==> src/rtl/brace_template_tokenizer_core_macros.svh <==
`ifndef BRACE_TEMPLATE_TOKENIZER_CORE_MACROS_SVH
`define BRACE_TEMPLATE_TOKENIZER_CORE_MACROS_SVH

// implication checked in the same cycle, sampled on clk, off during reset
`define BTT_ASSERT_NOW(label, ante, cons) \
  label: assert property (@(posedge clk) disable iff (!rst_n) (ante) |-> (cons)) \
    else $error("tokenizer check failed");

// implication checked in the next cycle
`define BTT_ASSERT_NEXT(label, ante, cons) \
  label: assert property (@(posedge clk) disable iff (!rst_n) (ante) |=> (cons)) \
    else $error("tokenizer check failed");

`endif

==> src/rtl/btt_pkg.sv <==
package btt_pkg;

  typedef enum logic [2:0] {
    PH_TEXT   = 3'd0,
    PH_OPEN   = 3'd1,
    PH_CLOSE  = 3'd2,
    PH_PREWS  = 3'd3,
    PH_NAME   = 3'd4,
    PH_POSTWS = 3'd5
  } phase_t;

  typedef enum logic [1:0] {
    EV_CHAR = 2'd0,
    EV_END  = 2'd1,
    EV_ERR  = 2'd2,
    EV_DONE = 2'd3
  } event_t;

  typedef enum logic [2:0] {
    ERR_NONE      = 3'd0,
    ERR_EOF       = 3'd1,
    ERR_BADSTART  = 3'd2,
    ERR_NOCLOSE   = 3'd3,
    ERR_UNMATCHED = 3'd4
  } err_t;

  localparam logic KIND_CHAR = 1'b0;
  localparam logic KIND_END  = 1'b1;

  localparam logic TYPE_LIT = 1'b0;
  localparam logic TYPE_VAR = 1'b1;

  localparam logic [7:0] CH_LBRACE = 8'h7B;
  localparam logic [7:0] CH_RBRACE = 8'h7D;

  // result queue: room for two results per item plus the ones in flight
  localparam int RES_DEPTH = 4;
  localparam int PTR_W     = $clog2(RES_DEPTH);
  localparam int CNT_W     = $clog2(RES_DEPTH + 1);

  typedef struct packed {
    logic       kind;
    logic [7:0] char_in;
  } in_item_t;

  typedef struct packed {
    logic [1:0] event_res;
    logic       comp_type;
    logic [7:0] char_out;
    logic [2:0] error_code;
    logic       last;
  } out_item_t;

  typedef struct packed {
    phase_t phase;
    logic   literal_open;
    logic   error_seen;
  } btt_state_t;

  localparam btt_state_t STATE_RESET = '{phase: PH_TEXT, literal_open: 1'b0,
                                        error_seen: 1'b0};

endpackage

==> src/rtl/brace_template_tokenizer_core.sv <==
// Brace template tokenizer. One template byte or an end mark is taken per transfer
// and split into literal and variable-name components, each character tagged with its
// component type and each component closed by an end event; errors and a done event
// are reported in-line. An item is registered on entry, decoded combinationally by the
// step logic and its one or two results are pushed into a four-entry result queue.
// Sustained rate is one item per cycle while items give at most one result each and
// the sink keeps up; items giving two results (doubled braces, close or EOF error
// before done) leave one at a time through the single result port. The first result
// passes the input register and the result queue before it appears. Input is held
// off only when the queue could not take two more results.
`include "brace_template_tokenizer_core_macros.svh"

module brace_template_tokenizer_core
  import btt_pkg::*;
(
  input  logic      clk,
  input  logic      rst_n,
  input  logic      in_valid,
  output logic      in_ready,
  input  in_item_t  in_data,
  output logic      out_valid,
  input  logic      out_ready,
  output out_item_t out_data
);

  logic             in_valid_r;
  in_item_t         in_data_r;
  btt_state_t       st_r, st_nxt;
  logic [1:0]       res_n;
  out_item_t        res0, res1;
  logic [CNT_W-1:0] fill;
  logic             advance;
  logic             pop;

  // the queue must hold two more results before an item is decoded
  assign advance  = in_valid_r && (fill <= CNT_W'(RES_DEPTH - 2));
  assign in_ready = !in_valid_r || advance;
  assign pop      = out_valid && out_ready;

  always_ff @(posedge clk) begin
    if (!rst_n) begin
      in_valid_r <= 1'b0;
      st_r       <= STATE_RESET;
    end else begin
      if (in_ready) begin
        in_valid_r <= in_valid;
      end
      if (advance) begin
        st_r <= st_nxt;
      end
    end
  end

  always_ff @(posedge clk) begin
    if (in_ready && in_valid) begin
      in_data_r <= in_data;
    end
  end

  btt_step u_step (
    .st     (st_r),
    .item   (in_data_r),
    .res_n  (res_n),
    .res0   (res0),
    .res1   (res1),
    .st_nxt (st_nxt)
  );

  btt_result_fifo u_fifo (
    .clk     (clk),
    .rst_n   (rst_n),
    .push_n  (advance ? res_n : 2'd0),
    .push_d0 (res0),
    .push_d1 (res1),
    .pop     (pop),
    .fill    (fill),
    .head    (out_data)
  );

  assign out_valid = (fill != '0);

  `BTT_ASSERT_NOW(a_fill_bound, 1'b1, fill <= CNT_W'(RES_DEPTH))
  `BTT_ASSERT_NOW(a_done_is_last, out_valid && out_data.event_res == EV_DONE, out_data.last)
  `BTT_ASSERT_NOW(a_err_code, out_valid, (out_data.event_res == EV_ERR) == (out_data.error_code != ERR_NONE))
  `BTT_ASSERT_NEXT(a_end_resets, advance && in_data_r.kind == KIND_END, st_r == STATE_RESET)

endmodule

==> src/rtl/btt_step.sv <==
module btt_step
  import btt_pkg::*;
(
  input  btt_state_t st,
  input  in_item_t   item,
  output logic [1:0] res_n,
  output out_item_t  res0,
  output out_item_t  res1,
  output btt_state_t st_nxt
);

  function automatic logic is_ws(input logic [7:0] c);
    return (c >= 8'd9 && c <= 8'd13) || c == 8'd32;
  endfunction

  function automatic logic is_alnum(input logic [7:0] c);
    return (c >= 8'h30 && c <= 8'h39) || (c >= 8'h41 && c <= 8'h5A) ||
           (c >= 8'h61 && c <= 8'h7A);
  endfunction

  function automatic out_item_t mk(input event_t ev, input logic ty,
                                   input logic [7:0] ch, input err_t err);
    out_item_t r;
    r.event_res  = ev;
    r.comp_type  = ty;
    r.char_out   = ch;
    r.error_code = err;
    r.last       = 1'b0;
    return r;
  endfunction

  logic [7:0] c;
  logic       in_brace;
  out_item_t  r0, r1;
  logic [1:0] n;

  assign c = item.char_in;
  // unused phase codes count as text
  assign in_brace = (st.phase == PH_OPEN) || (st.phase == PH_CLOSE) ||
                    (st.phase == PH_PREWS) || (st.phase == PH_NAME) ||
                    (st.phase == PH_POSTWS);

  always_comb begin
    r0     = '0;
    r1     = '0;
    n      = 2'd0;
    st_nxt = st;
    if (item.kind == KIND_END) begin
      st_nxt = STATE_RESET;
      if (!st.error_seen && in_brace) begin
        r0 = mk(EV_ERR, TYPE_LIT, 8'd0, ERR_EOF);
        r1 = mk(EV_DONE, TYPE_LIT, 8'd0, ERR_NONE);
        n  = 2'd2;
      end else if (!st.error_seen && st.literal_open) begin
        r0 = mk(EV_END, TYPE_LIT, 8'd0, ERR_NONE);
        r1 = mk(EV_DONE, TYPE_LIT, 8'd0, ERR_NONE);
        n  = 2'd2;
      end else begin
        r0 = mk(EV_DONE, TYPE_LIT, 8'd0, ERR_NONE);
        n  = 2'd1;
      end
    end else if (!st.error_seen) begin
      unique case (st.phase)
        PH_OPEN: begin
          if (c == CH_LBRACE) begin
            r0 = mk(EV_CHAR, TYPE_LIT, c, ERR_NONE);
            r1 = mk(EV_END, TYPE_LIT, 8'd0, ERR_NONE);
            n  = 2'd2;
            st_nxt.phase = PH_TEXT;
          end else if (is_ws(c)) begin
            st_nxt.phase = PH_PREWS;
          end else if (is_alnum(c)) begin
            r0 = mk(EV_CHAR, TYPE_VAR, c, ERR_NONE);
            n  = 2'd1;
            st_nxt.phase = PH_NAME;
          end else begin
            r0 = mk(EV_ERR, TYPE_LIT, 8'd0, ERR_BADSTART);
            n  = 2'd1;
            st_nxt.error_seen = 1'b1;
          end
        end
        PH_CLOSE: begin
          if (c == CH_RBRACE) begin
            r0 = mk(EV_CHAR, TYPE_LIT, c, ERR_NONE);
            r1 = mk(EV_END, TYPE_LIT, 8'd0, ERR_NONE);
            n  = 2'd2;
            st_nxt.phase = PH_TEXT;
          end else begin
            r0 = mk(EV_ERR, TYPE_LIT, 8'd0, ERR_UNMATCHED);
            n  = 2'd1;
            st_nxt.error_seen = 1'b1;
          end
        end
        PH_PREWS: begin
          if (is_ws(c)) begin
            st_nxt.phase = PH_PREWS;
          end else if (is_alnum(c)) begin
            r0 = mk(EV_CHAR, TYPE_VAR, c, ERR_NONE);
            n  = 2'd1;
            st_nxt.phase = PH_NAME;
          end else begin
            r0 = mk(EV_ERR, TYPE_LIT, 8'd0, ERR_BADSTART);
            n  = 2'd1;
            st_nxt.error_seen = 1'b1;
          end
        end
        PH_NAME: begin
          if (is_alnum(c)) begin
            r0 = mk(EV_CHAR, TYPE_VAR, c, ERR_NONE);
            n  = 2'd1;
          end else if (is_ws(c)) begin
            st_nxt.phase = PH_POSTWS;
          end else if (c == CH_RBRACE) begin
            r0 = mk(EV_END, TYPE_VAR, 8'd0, ERR_NONE);
            n  = 2'd1;
            st_nxt.phase = PH_TEXT;
          end else begin
            r0 = mk(EV_ERR, TYPE_LIT, 8'd0, ERR_NOCLOSE);
            n  = 2'd1;
            st_nxt.error_seen = 1'b1;
          end
        end
        PH_POSTWS: begin
          if (is_ws(c)) begin
            st_nxt.phase = PH_POSTWS;
          end else if (c == CH_RBRACE) begin
            r0 = mk(EV_END, TYPE_VAR, 8'd0, ERR_NONE);
            n  = 2'd1;
            st_nxt.phase = PH_TEXT;
          end else begin
            r0 = mk(EV_ERR, TYPE_LIT, 8'd0, ERR_NOCLOSE);
            n  = 2'd1;
            st_nxt.error_seen = 1'b1;
          end
        end
        default: begin
          if (c == CH_LBRACE || c == CH_RBRACE) begin
            // a brace closes any open text run
            if (st.literal_open) begin
              r0 = mk(EV_END, TYPE_LIT, 8'd0, ERR_NONE);
              n  = 2'd1;
            end
            st_nxt.literal_open = 1'b0;
            st_nxt.phase = (c == CH_LBRACE) ? PH_OPEN : PH_CLOSE;
          end else begin
            r0 = mk(EV_CHAR, TYPE_LIT, c, ERR_NONE);
            n  = 2'd1;
            st_nxt.literal_open = 1'b1;
            st_nxt.phase = PH_TEXT;
          end
        end
      endcase
    end
  end

  always_comb begin
    res0 = r0;
    res1 = r1;
    res0.last = (n == 2'd1);
    res1.last = (n == 2'd2);
  end

  assign res_n = n;

endmodule

==> src/rtl/btt_result_fifo.sv <==
module btt_result_fifo
  import btt_pkg::*;
(
  input  logic             clk,
  input  logic             rst_n,
  input  logic [1:0]       push_n,
  input  out_item_t        push_d0,
  input  out_item_t        push_d1,
  input  logic             pop,
  output logic [CNT_W-1:0] fill,
  output out_item_t        head
);

  out_item_t        entries_r [RES_DEPTH];
  logic [PTR_W-1:0] wr_ptr_r, rd_ptr_r;
  logic [CNT_W-1:0] count_r;
  logic [PTR_W-1:0] wr_ptr_nxt, rd_ptr_nxt, wr_ptr_p1;
  logic [CNT_W-1:0] count_nxt;

  assign wr_ptr_p1  = wr_ptr_r + PTR_W'(1);
  assign wr_ptr_nxt = wr_ptr_r + PTR_W'(push_n);
  assign rd_ptr_nxt = rd_ptr_r + PTR_W'(pop);
  assign count_nxt  = count_r + CNT_W'(push_n) - CNT_W'(pop);

  always_ff @(posedge clk) begin
    if (!rst_n) begin
      wr_ptr_r <= '0;
      rd_ptr_r <= '0;
      count_r  <= '0;
    end else begin
      wr_ptr_r <= wr_ptr_nxt;
      rd_ptr_r <= rd_ptr_nxt;
      count_r  <= count_nxt;
    end
  end

  always_ff @(posedge clk) begin
    if (push_n != 2'd0) begin
      entries_r[wr_ptr_r] <= push_d0;
    end
    if (push_n == 2'd2) begin
      entries_r[wr_ptr_p1] <= push_d1;
    end
  end

  assign fill = count_r;
  assign head = entries_r[rd_ptr_r];

endmodule
==> config.mk <==
export PLATFORM = sky130hd
export DESIGN_NAME = brace_template_tokenizer_core
export DESIGN_NICKNAME = d
export VERILOG_FILES = /design/src/rtl/btt_pkg.sv /design/src/rtl/brace_template_tokenizer_core.sv /design/src/rtl/btt_step.sv /design/src/rtl/btt_result_fifo.sv
export VERILOG_INCLUDE_DIRS = /design/src /design/src/rtl
export SDC_FILE = /design/constraint.sdc
export NUM_CORES = 1
export LEC_CHECK = 0
export ABC_AREA = 0
export BUFFER_PORTS_ARGS = -buffer_cell sky130_fd_sc_hd__buf_2
export CAP_MARGIN = 20
export CORE_ASPECT_RATIO = 1.5
export CORE_MARGIN = 8
export CORE_UTILIZATION = 40
export DETAILED_ROUTE_END_ITERATION = 7
export RECOVER_POWER = 100
export SLEW_MARGIN = 40
export SYNTH_ARGS = -nofsm -noshare
export SYNTH_HDL_FRONTEND = slang
export SYNTH_SLANG_ARGS = --single-unit
==> constraint.sdc <==
create_clock -name clk -period 6.35 [get_ports clk]
set_clock_uncertainty 0.05 [all_clocks]
set_input_delay 0.635 -clock clk [delete_from_list [all_inputs] [get_ports clk]]
set_output_delay 0.635 -clock clk [all_outputs]
set_load 0.02 [all_outputs]
== Word level (Yosys, flattened, before mapping) ==
Memory sizes are Yosys's and may differ from the RTL's. A register that Yosys moved wholly into a read port is not among the register bits.
Index checks and enable logic that the tools add are counted.
Storage, ports and cells
  input bits: 13
  memories: 1
  output and inout port bits: 17
  register bits: 22
  memory bits (writable): 60
Operators by class
  multiplexer cells: 57
  add/subtract/negate cells: 5
  $lt $le $gt $ge: 9
  equal/unequal tests: 14
  reductions and logical operators: 26
Memory list
  u_fifo.entries_r: words 4, bits a word 15, rd ports 1, clocked after Yosys merged registers in 1, write ports 2, RTL line btt_result_fifo.sv:14  | out_item_t entries_r [RES_DEPTH];
Operators by type and width (count)
  15-bit two-way mux: 15
  15-bit one-hot mux with 5 select lines: 1
  14-bit two-way mux: 4
  15-bit one-hot mux with 2 select lines: 1
  2-bit two-way mux: 11
  3-bit two-way mux: 6
  8-bit by 7-bit equality test with 1-bit output (second input constant): 2
  8-bit by 7-bit greater-or-equal comparator with 1-bit output (second input constant): 2
  8-bit by 7-bit less-or-equal comparator with 1-bit output (second input constant): 2
  3-bit one-hot mux with 5 select lines: 1
  1-bit two-way mux: 13
  5-bit two-way mux: 2
  1-bit logical AND: 9
  1-bit logical OR: 9
  8-bit by 6-bit equality test with 1-bit output (second input constant): 1
  8-bit by 4-bit greater-or-equal comparator with 1-bit output (second input constant): 1
  8-bit by 6-bit greater-or-equal comparator with 1-bit output (second input constant): 1
  8-bit by 4-bit less-or-equal comparator with 1-bit output (second input constant): 1
  8-bit by 6-bit less-or-equal comparator with 1-bit output (second input constant): 1
  2-bit one-hot mux with 4 select lines: 1
  3-bit by 2-bit equality test with 1-bit output (second input constant): 2
  3-bit equality test (second input constant): 2
  3-bit AND reduction: 2
  1-bit one-hot mux with 5 select lines: 1
  other kinds (18): 20

== Longest topological paths before layout ==
Gate-level depths: netlist of run 1.
  depth after elaboration: 12
  depth in mapped cells: 17
  mapped depth without buffers: 15

== Hierarchy ==
Synthesis of run 1 repeated with hierarchy kept, for this count alone.
Second synthesis, totals
  cell total of the unflattened synthesis: 370
  area, all modules: 4774.6 µm²
By module, submodules not included
  btt_result_fifo: cells each 188, instances 1, sequential area each 1941.9 µm², area an instance 3389.5 µm²
  btt_step: cells each 140, instances 1, sequential area each 0.0 µm², area an instance 825.8 µm²
  brace_template_tokenizer_core: cells each 42, instances 1, sequential area each 390.4 µm², area an instance 559.3 µm²

== Least setup slack after synthesis of run 1 ==
No wires, ideal clock.
  kind: reg-to-reg
  start: reg in_data_r[7] (netlist name)
  end: reg u_fifo.count_r[2], in the netlist u_fifo.fill[2]
  data required time: 6185 ps
  cell stages (with the launch flop): 17
  clock period less this slack: 3194 ps
  buffers on the path: 1
  data arrival time: 3029 ps
  path slack: 3156 ps
  cell sequence: edfxtp_1 nand4b_4 or3_1 buf_6 o21ai_2 a31oi_4 o21bai_1 nor2_1 inv_1 ha_1 inv_1 ha_1 inv_1 fa_1 xor2_1 xnor2_1 and2_1
On the way
  word-level cells in the longest chain between the ends: 11
  elaborated cells on any way between the ends: 30
RTL lines
  start: declaration: RTL line brace_template_tokenizer_core.sv:27  | in_item_t in_data_r;
  start signal: assignment: RTL line brace_template_tokenizer_core.sv:56  | in_data_r <= in_data;
  8-bit by 4-bit greater-or-equal comparator with 1-bit output, or another cell as far along: RTL line btt_step.sv:13  | return (c >= 8'd9 && c <= 8'd13) || c == 8'd32;
  1-bit logical AND (on tied branches): RTL line btt_step.sv:13, btt_step.sv:17
  1-bit logical OR (on tied branches): RTL line btt_step.sv:13, btt_step.sv:17
  1-bit two-way mux / 1-bit logical OR (equally long branches): RTL line btt_step.sv:124, btt_step.sv:17
  2-bit two-way mux (on tied branches): RTL line btt_step.sv:108, btt_step.sv:65
  2-bit one-hot mux with 4 select lines *: RTL line btt_step.sv:63  | unique case (st.phase)
  2-bit two-way mux *: RTL line btt_step.sv:62  | end else if (!st.error_seen) begin
  2-bit two-way mux *: RTL line btt_step.sv:48  | if (item.kind == KIND_END) begin
  2-bit two-way mux *: RTL line brace_template_tokenizer_core.sv:72  | .push_n (advance ? res_n : 2'd0),
  3-bit by 2-bit adder with 3-bit output *: RTL line btt_result_fifo.sv:23  | assign count_nxt = count_r + CNT_W'(push_n) - CNT_W'(pop);
  3-bit by 1-bit subtractor with 3-bit output *: RTL line btt_result_fifo.sv:23
  end signal: assignment: RTL line btt_result_fifo.sv:33  | count_r <= count_nxt;
  end: declaration: RTL line btt_result_fifo.sv:16  | logic [CNT_W-1:0] count_r;
Every way passes the cells marked *; elsewhere a longest branch is shown, timed or not.
A chain may end at the register's enable or synchronous reset.

==> results of run 1 <==
-- placed cells by master, fill, tap and decap left out, types with 4 or more instances in the layout --
master / n
sky130_fd_sc_hd__and2_0: 7
sky130_fd_sc_hd__nor4_1: 4
sky130_fd_sc_hd__nor2b_1: 6
sky130_fd_sc_hd__mux4_2: 15
sky130_fd_sc_hd__clkbuf_1: 18
sky130_fd_sc_hd__nor3b_1: 6
sky130_fd_sc_hd__edfxtp_1: 21
sky130_fd_sc_hd__clkbuf_16: 10
sky130_fd_sc_hd__o21ai_0: 25
sky130_fd_sc_hd__a21oi_1: 16
sky130_fd_sc_hd__or3_1: 5
sky130_fd_sc_hd__mux2i_1: 37
sky130_fd_sc_hd__nand2_1: 52
sky130_fd_sc_hd__nor2_1: 31
sky130_fd_sc_hd__dfxtp_1: 60
sky130_fd_sc_hd__nand2b_1: 5
sky130_fd_sc_hd__and2_1: 6
sky130_fd_sc_hd__a31oi_1: 5
sky130_fd_sc_hd__nor3_1: 6
sky130_fd_sc_hd__ha_1: 5
sky130_fd_sc_hd__nand3_1: 15
sky130_fd_sc_hd__buf_2: 13
sky130_fd_sc_hd__inv_1: 14
-- metal layers --
| metal | routed length (um) | share of wire | vias to the layer above |
|---|---|---|---|
| met5 | 0 | 0 | - |
| met4 | 162 | 0.016 | 0 |
| met3 | 418 | 0.042 | 14 |
| met2 | 5270 | 0.54 | 89 |
| met1 | 4000 | 0.41 | 1539 |
| li1 | - | - | 1583 |
-- cells by family (layout without fill, tap and decap cells) --
| logic type | Yosys count | in the layout |
|---|---|---|
| AND/OR/NAND/NOR | 161 | 161 |
| buffers and inverters | 41 | 61 |
| XOR/XNOR | 6 | 6 |
| multiplexers | 52 | 52 |
| AO/OA/AOI/OAI | 78 | 78 |
| flip-flops | 82 | 82 |
| adder cells (fa/ha/maj) | 6 | 6 |
-- layout make-up --
type / count / area (um^2) / share of cell area
multi-input cells: 303 / 2180 / 0.460
inverters: 14 / 52.6 / 0.0111
repair buffers: 31 / 133 / 0.0280
clock buffers: 10 / 250 / 0.0528
well taps: 144 / 180 / 0.0380
flip-flops and latches: 82 / 1850 / 0.391
clock inverters: 6 / 87.6 / 0.0185
-- metrics by stage --
stage | total power, mW | setup WS, ns | instance area (um^2)
after floorplan | 1.07 | 3.16 | 4300
after global placement | 1.18 | 2.90 | 4470
after detailed placement | 1.20 | 2.78 | 4470
after CTS | 1.77 | 2.77 | 4800
after global routing | 1.84 | 2.18 | 4740
final | 1.74 | 2.44 | 4740
-- cell usage after synthesis (6+ instances only) --
| master | n | area share |
|---|---|---|
| sky130_fd_sc_hd__mux2i_1 | 37 | 0.086 |
| sky130_fd_sc_hd__nand2_1 | 52 | 0.045 |
| sky130_fd_sc_hd__inv_1 | 14 | 0.012 |
| sky130_fd_sc_hd__a21oi_1 | 15 | 0.017 |
| sky130_fd_sc_hd__and2_1 | 12 | 0.017 |
| sky130_fd_sc_hd__nand3_1 | 15 | 0.017 |
| sky130_fd_sc_hd__mux4_2 | 15 | 0.078 |
| sky130_fd_sc_hd__clkbuf_1 | 12 | 0.010 |
| sky130_fd_sc_hd__edfxtp_1 | 21 | 0.15 |
| sky130_fd_sc_hd__o21ai_0 | 25 | 0.029 |
| sky130_fd_sc_hd__nor2_1 | 31 | 0.027 |
| sky130_fd_sc_hd__dfxtp_1 | 61 | 0.28 |
| sky130_fd_sc_hd__nor3b_1 | 6 | 0.010 |
| sky130_fd_sc_hd__nor3_1 | 6 | 0.0070 |
| sky130_fd_sc_hd__nor2b_1 | 6 | 0.0087 |
-- flip-flops by register name, summed over array words and instances, names as in the netlist --
name / cells
u_fifo.wr_ptr_r: 2
st_r: 5
u_fifo.fill: 3
in_valid_r: 1
u_fifo.entries_r: 60
u_fifo.rd_ptr_r: 2
in_data_r: 9
-- report_power, final --
group          switching, mW  internal, mW  total (mW)  leakage, nW
clock network          0.208         0.368       0.576        0.168
registers             0.0836         0.644       0.728        0.688
logic                  0.236         0.196       0.432         1.11
-- worst max-delay path: stages, from the launching register on --
cell and delay [ns]:
sky130_fd_sc_hd__edfxtp_1 0.53, sky130_fd_sc_hd__nand2b_1 0.24, sky130_fd_sc_hd__or3_1 0.52, sky130_fd_sc_hd__o21ai_2 0.16, sky130_fd_sc_hd__a31oi_1 0.20, sky130_fd_sc_hd__a31oi_1 1.49, sky130_fd_sc_hd__nand2_1 0.36
-- worst paths after layout --
path | to | cells past startpoint | slack [ns]
setup reg to reg | u_fifo.entries_r[2][14]$_DFFE_PP_ | 6 | 2.44
hold / removal | u_fifo.entries_r[0][3]$_SDFFE_PP0P_ | 2 | 0.40
setup / recovery | u_fifo.entries_r[2][14]$_DFFE_PP_ | 6 | 2.44
hold reg to reg | u_fifo.entries_r[0][3]$_SDFFE_PP0P_ | 2 | 0.40
==> out/summary.md, run 1 <==
Proportion of synthesized chip area in sequential cells: 0.430. The flow ran to the end, but the final reports show violations. The clock net in this run drives a total of 82 sinks. After clock tree synthesis, the clock-pin slew on the worst setup and hold paths is 0.06 ns. The number of port buffers works out to 29. The number of clock buffers added by TritonCTS is 9. The final reports fail on capacitance limit, slew limit. The detail route stage leaves a number of antenna-violating nets equal to 0. Measured along the y axis, the die boundary spans 143 um. For the number of standard cells after synthesis, the log shows 426. The CTS H-tree depth is 3.

The post-synthesis xor/xnor area fraction was 0.0122. The insertion delay of the later-clocked pin in the worst-skew pair was 0.33 ns; the time the final worst path needs with I/O delays and setup was 3.91 ns. Synthesis instantiated 65 different standard cells from the library. The tightest hold path in the finished design has a slack of 0.398 ns. Share of flip-flops with an asynchronous set or reset: 0. Leakage power figure: 1.96 nW.

The clock passes through at most 2 buffers. Pin placement for this block handled 30 I/O pins. Post-CTS repair changed the size of 0 cells. The mean instance size in the synthesized netlist works out to 10.1 um^2.

The global-route met2 utilization is 0.254, and the met3 track utilization from global routing is 0.0278. The number of antenna cells inserted came out at 0. Summing every instance area after synthesis gives 4300 um^2. The tools report the beginning of the worst hold path as u_fifo.entries_r[0][3]$_SDFFE_PP0P_. Max-slew violation count: 56. Summing over every cut layer, the via total after detailed routing is 3,225. Using the TritonRoute via totals, the vias-per-cell ratio works out to 5.47. The relative max-transition margin is -0.405. The run gives 445 as the number of nets produced by synthesis. Yosys mapped a number of flops with a built-in enable equal to 21. Synthesized-area fraction occupied by ao, oa, aoi and oai cells: 0.128. In this run the worst setup path begins at in_data_r[1]$_DFFE_PP_. Maximum clock frequency: 256 MHz. The floorplan step set the die width to 101 um.

The data arrival time at the worst-slack endpoint is 3.84 ns, and the final worst-path cycle share is 0.615. The worst setup path is launched from a register. Detailed placement ended at an HPWL of 7250 um. The tools report the post-route DRC violation count as 0.

The total of endpoints with negative setup slack in the final report is 0. The class of the worst hold path was reg2reg. The final layout contains routed wiring with a total length of 9850 um. The tree is rooted in a sky130_fd_sc_hd__clkbuf_16. Setup repair after global routing left no endpoint under its margin. The most instantiated flip-flop cell in the synthesis netlist was sky130_fd_sc_hd__dfxtp_1.

The tools report the overall routing resource usage as 0.142. The number of antenna violations at the first check in global routing is 0, and the number of failing hold endpoints at the final stage is 0. Including well taps, the total number of placed cells is 574. The run gives 0.160 as the fraction of met1 tracks used by global routing.

The number of nets in the finished design was 460; the basic-gate share of the synthesized area counting and, or, nand and nor cells was 0.192. The row count came out at 46. TritonCTS built the clock tree. In the final routed layout, each cell accounts on average for 16.7 um.

The share of synthesized cell area in full adder, half adder and majority cells came out at 0.0192. Hold repair after CTS inserted 0 buffers. Counting flops and latches in the post-synthesis netlist gives 82. The die covers 14,400 um^2. For the maximum number of pins on one net before global-route repair, the log shows 22. The mux cell area share after synthesis was 0.165; the non-filler instance count after layout was 590. The worst-margin pin slew works out to 2.10 ns.

Once the clock tree was built, the setup fixing pass inserted 0 buffers. Power spread over the standard cell area amounts to 366 nW/um^2. The core region is 10,500 um^2. The critical path is of the reg2reg type. In this run the most used layer during global routing was met2. The via count of the first global-routing pass is 3,156, and the highest net fanout along the worst path is 21. For the final weighted congestion in routability-driven placement, the log shows 0.842. The origin of the critical flop-to-flop path was in_data_r[1]$_DFFE_PP_. Max-cap violations in this run came to 3.

The worst setup path is captured at a register. IR analysis of the VDD net gives a maximum drop of 0.157 mV. The logs give 0 ns for the post-route setup TNS and 0.450 for the fraction of the core area covered by cells at the end of the flow. The share of layout cells above drive strength 1 was 0.123. The post-synthesis to final-layout area growth was 10.1%; the remaining global-route overflow was 0. For the worst setup path, the data required time is 6.28 ns. During synthesis, Yosys emitted a total of 0 warnings.

For the starting density of the core, the log shows 0.409. By area, the combinational part of the netlist is dominated by simple AND/OR/NAND/NOR gates. The first global-routing pass estimated 16,000 um of wire. The layout has 1,001 filler cells. The detailed router finished its first iteration with 183 violations. The first detailed-routing pass took 4 iterations.
No activity file was read; power rests on OpenSTA's default activity.
==> run 2, diff against run 1 <==
--- a/config.mk
+++ b/config.mk
@@ -6,7 +6,7 @@
 export SDC_FILE = /design/constraint.sdc
 export NUM_CORES = 1
 export LEC_CHECK = 0
-export ABC_AREA = 0
+export ABC_AREA = 1
 export BUFFER_PORTS_ARGS = -buffer_cell sky130_fd_sc_hd__buf_2
 export CAP_MARGIN = 20
 export CORE_ASPECT_RATIO = 1.5
==> constraint.sdc (replaced) <==
create_clock -name clk -period 3.7 [get_ports clk]
set_clock_uncertainty 0.05 [all_clocks]
set_input_delay 0.37 -clock clk [delete_from_list [all_inputs] [get_ports clk]]
set_output_delay 0.37 -clock clk [all_outputs]
set_load 0.02 [all_outputs]
==> out/summary.md, run 2 <==
The insertion delay of the later-clocked pin in the worst-skew pair came out at 0.33 ns (about the same). The logs give 46 (unchanged) for the row count and 3.36 ns (-0.48 ns) for the data arrival time at the worst-slack endpoint. The leakage power figure was 2.31 nW (+18%).

CTS placed an instance of sky130_fd_sc_hd__clkbuf_16 at the clock tree root. The flip-flop count of the largest register after layout came out at 60 (unchanged). The number of sinks on the clock net came out at 82 (unchanged).

The area enclosed by the die boundary is 14,500 um^2 (+0.91%), and the mean instance size in the synthesized netlist is 6.91 um^2 (-32%). The wire length of the first global-routing pass was 18,900 um (+19%); the highest net fanout along the worst path was 9 (-57%). The remaining global-route overflow was 0 (unchanged). The logs give 0 (unchanged) for the number of buffers added to fix hold violations after cts and 9 (unchanged) for the number of buffers inserted during clock tree synthesis.

The area used by multi-input combinational logic is 2140 um^2 (-1.8%). The number of port buffers is 29 (unchanged). sky130_fd_sc_hd__nor2_1 is the most common cell in the netlist. Number of filler instances in the final layout: 1,133 (+13%). The final design instance area without fill was 4860 um^2 (+2.6%).

Time the final worst path needs with I/O delays and setup: 3.19 ns (-0.718 ns). The worst setup path is captured at a register. TritonCTS built the clock tree. The via count of the first global-routing pass is 3,897 (+23%). The max-slew violation count came out at 0 (-100%). The setup path with the least slack is of type reg2reg. Total length of routed wires: 11,500 um (+17%).

Of all cell types, the one taking the most synthesized area is sky130_fd_sc_hd__dfxtp_1. The CTS H-tree depth is 3 (unchanged). The run gives 34 (-48%) as the number of library cell types mapped by synthesis.

The placed wire-length estimate after detailed placement was 7960 um (+9.7%). The logs give 0.653 ns (-2.12 ns) for the pre-CTS worst setup slack and 798 (+35%) for the non-filler instance count after layout. For the number of standard cells after synthesis, the log shows 629 (+48%).

The max-capacitance violation count was 0 (-3); the post-place instance area was 4600 um^2 (+3.1%). Post-CTS clock slew at the launch and capture registers of the worst setup and hold paths: 0.06 ns (about the same). After synthesis, the cell types taking the most area are sky130_fd_sc_hd__dfxtp_1, sky130_fd_sc_hd__edfxtp_1, sky130_fd_sc_hd__nor2_1. The run gives 0.159 ns (-0.238 ns) as the smallest hold slack. The first-iteration detailed-routing DRC count was 237 (+30%).

The tools report the top-level port count as 30 (unchanged). The run gives 0.426 (-0.00446) as the proportion of synthesized chip area in sequential cells. The most instantiated flip-flop cell in the synthesis netlist is sky130_fd_sc_hd__dfxtp_1. The die boundary height was 144 um (+0.46%). The overall routing resource usage came out at 0.166 (+0.0243).

Synthesis warning total: 0 (unchanged). The core box area is 10,600 um^2 (+0.55%). The number of synthesized flops with an enable pin was 21 (unchanged); the maximum single-stage delay on the critical path was 0.45 ns (-1.04 ns). The tools report the number of setup buffers added after CTS as 0 (unchanged). The number of buffer and inverter instances along the worst setup path is 6 (+6), and the final weighted congestion in routability-driven placement is 0.910 (+8.0%). The logs give 0.235 mV (+50%) for the worst voltage drop across the vdd grid and 668 (+45%) for the number of nets in the finished design. The clock tree buffer depth is 2 (unchanged), and the routed wirelength normalized by instance count is 14.4 um (-14%). The signal on the critical path passes through inv_1 -> nand2_1 -> nor2_1 -> nand2_1 -> nand2_1 -> nand3_1 -> nand2_1 -> inv_2 -> nand2_1 -> nand2_1 -> nand2_1 -> nor2_1 -> inv_1 -> ha_1 -> inv_1 -> ha_1 -> inv_1 -> fa_1 -> xor2_1 -> inv_1 -> nor2_1. The share of layout cells above drive strength 1 works out to 0.0826 (-0.0407). For the total of endpoints with negative setup slack in the final report, the log shows 0 (unchanged). The share of flip-flops with an asynchronous set or reset is 0 (unchanged), and the share of the synthesized area in the top cell type is 0.281 (-0.00294). The tools report the number of antenna violations at the first check in global routing as 0 (unchanged).

The number of antenna cells inserted came out at 0 (unchanged). Final worst-path cycle share: 0.862 (+0.247). The maximum number of pins on one net before global-route repair is 41 (+86%), and the final setup slack of the worst path is 0.512 ns (-1.93 ns). Maximum clock frequency: 314 MHz (+23%). The worst-margin pin slew is 1.02 ns (-1.08 ns), and the total power divided by cell area is 705 nW/um^2 (+92%). The number of failing hold endpoints at the final stage was 0 (unchanged).

On the critical path, the stage with the largest delay is an instance of sky130_fd_sc_hd__edfxtp_1. The leading cell type in the layout, fill and taps excluded is sky130_fd_sc_hd__nor2_1. The tools report the number of nets produced by synthesis as 648 (+46%). For the post-route setup TNS, the log shows 0 ns (unchanged).

The count of cells resized by post-cts repair is 0 (unchanged), and the reg2reg setup slack is 0.51 ns (-1.93 ns). The run gives 4350 um^2 (+1.0%) as the post-synth design cell area. The number of iterations in the first detailed-routing pass is 4 (unchanged), and the post-route DRC violation count is 0 (unchanged). Among the stages of the critical path, the cell type that occurs most often is sky130_fd_sc_hd__nand2_1. The routed via count divided by cell count was 5.05 (-7.7%). Largest delay contributor family on the critical path: simple AND/OR/NAND/NOR gates. The run gives 0.315 (+0.720) as the relative max-transition margin. The detailed-route via count is 4,028 (+25%), and the width of the die is 101 um (+0.44%). STA classifies the critical path startpoint as a register. Footprint of the flip-flops and latches: 1850 um^2 (about the same). The class of the worst hold path is in2reg. In the layout the commonest cells are sky130_fd_sc_hd__nor2_1, sky130_fd_sc_hd__nand2_1, sky130_fd_sc_hd__dfxtp_1. The largest registers in the layout are u_fifo.entries_r (60), in_data_r (9), st_r (5). The required time of the critical path is 3.87 ns (-2.41 ns). The number of synthesized register bits is 82 (unchanged), and the instance count after placement with tap cells included is 782 (+36%). The number of nets with antenna violations after routing was 0 (unchanged). By count the netlist is led by sky130_fd_sc_hd__nor2_1, sky130_fd_sc_hd__nand2_1, sky130_fd_sc_hd__dfxtp_1. The run gives 0.411 (+0.00203) as the starting density of the core. The flow ran to the end, and the final reports show no timing, DRC or antenna violations. The post-synthesis to final-layout area growth was 11.7%. Counting flops per register, the top entry is u_fifo.entries_r.

Setup repair after global routing left no endpoint under its margin.
## run 2: metrics by stage
| stage | util | total power, mW |
|---|---|---|
| 3_3_place_gp | 0.434 | 2.54 |
| 2_1_floorplan | - | 2.22 |
| 4_1_cts | 0.464 | 3.49 |
| 3_5_place_dp | 0.435 | 2.57 |
| 6_report | 0.459 | 3.42 |
| 5_1_grt | 0.459 | 3.67 |
## run 2: where the power goes
group | total (mW) | internal (mW) | switching (mW)
Clock | 0.916 | 0.574 | 0.341
Sequential | 1.32 | 1.19 | 0.126
Combinational | 1.19 | 0.388 | 0.804
## run 2: kinds of logic after synthesis
logic type,share of synthesized area
AND/OR/NAND/NOR,0.349
XOR/XNOR,0.00806
adder cells (fa/ha/maj),0.0190
AO/OA/AOI/OAI,0.123
flip-flops,0.426
buffers and inverters,0.0745
## run 2: worst paths after layout
check	endpoint	startpoint	cells after the start
max	u_fifo.fill[2]$_SDFF_PN0_	in_data_r[2]$_DFFE_PP_	21
min	in_data_r[7]$_DFFE_PP_	in_data[7]	1
max reg2reg	u_fifo.fill[2]$_SDFF_PN0_	in_data_r[2]$_DFFE_PP_	21
min reg2reg	u_fifo.entries_r[1][12]$_SDFFE_PP0P_	u_fifo.entries_r[1][12]$_SDFFE_PP0P_	2
## run 2: cell type report
cell class	count	share of cell area
clock buffer	16	0.0646
inverter	54	0.0417
multi-input combinational	467	0.441
sequential	82	0.381
tap	144	0.0371
timing repair buffer	35	0.0348
## run 2: layer usage
metal	wire, um	up-vias	global-route usage
li1	-	2097	-
met1	4750	1816	0.184
met5	0	-	0
met2	6000	90	0.294
met3	476	25	0.0300
met4	303	0	0.0867
## run 2: worst reg2reg max path, stage by stage (launching register included)
cell                       delay, ns
sky130_fd_sc_hd__edfxtp_1       0.45
sky130_fd_sc_hd__inv_1          0.15
sky130_fd_sc_hd__nand2_1        0.07
sky130_fd_sc_hd__nor2_1         0.17
sky130_fd_sc_hd__nand2_1        0.11
sky130_fd_sc_hd__nand2_1        0.26
sky130_fd_sc_hd__nand3_1        0.11
sky130_fd_sc_hd__nand2_1        0.09
sky130_fd_sc_hd__inv_2          0.03
sky130_fd_sc_hd__nand2_1        0.07
sky130_fd_sc_hd__nand2_1        0.10
sky130_fd_sc_hd__nand2_1        0.17
sky130_fd_sc_hd__nor2_1         0.08
sky130_fd_sc_hd__inv_1          0.06
sky130_fd_sc_hd__ha_1           0.21
sky130_fd_sc_hd__inv_1          0.06
sky130_fd_sc_hd__ha_1           0.15
sky130_fd_sc_hd__inv_1          0.05
sky130_fd_sc_hd__fa_1           0.37
sky130_fd_sc_hd__xor2_1         0.17
sky130_fd_sc_hd__inv_1          0.06
sky130_fd_sc_hd__nor2_1         0.03
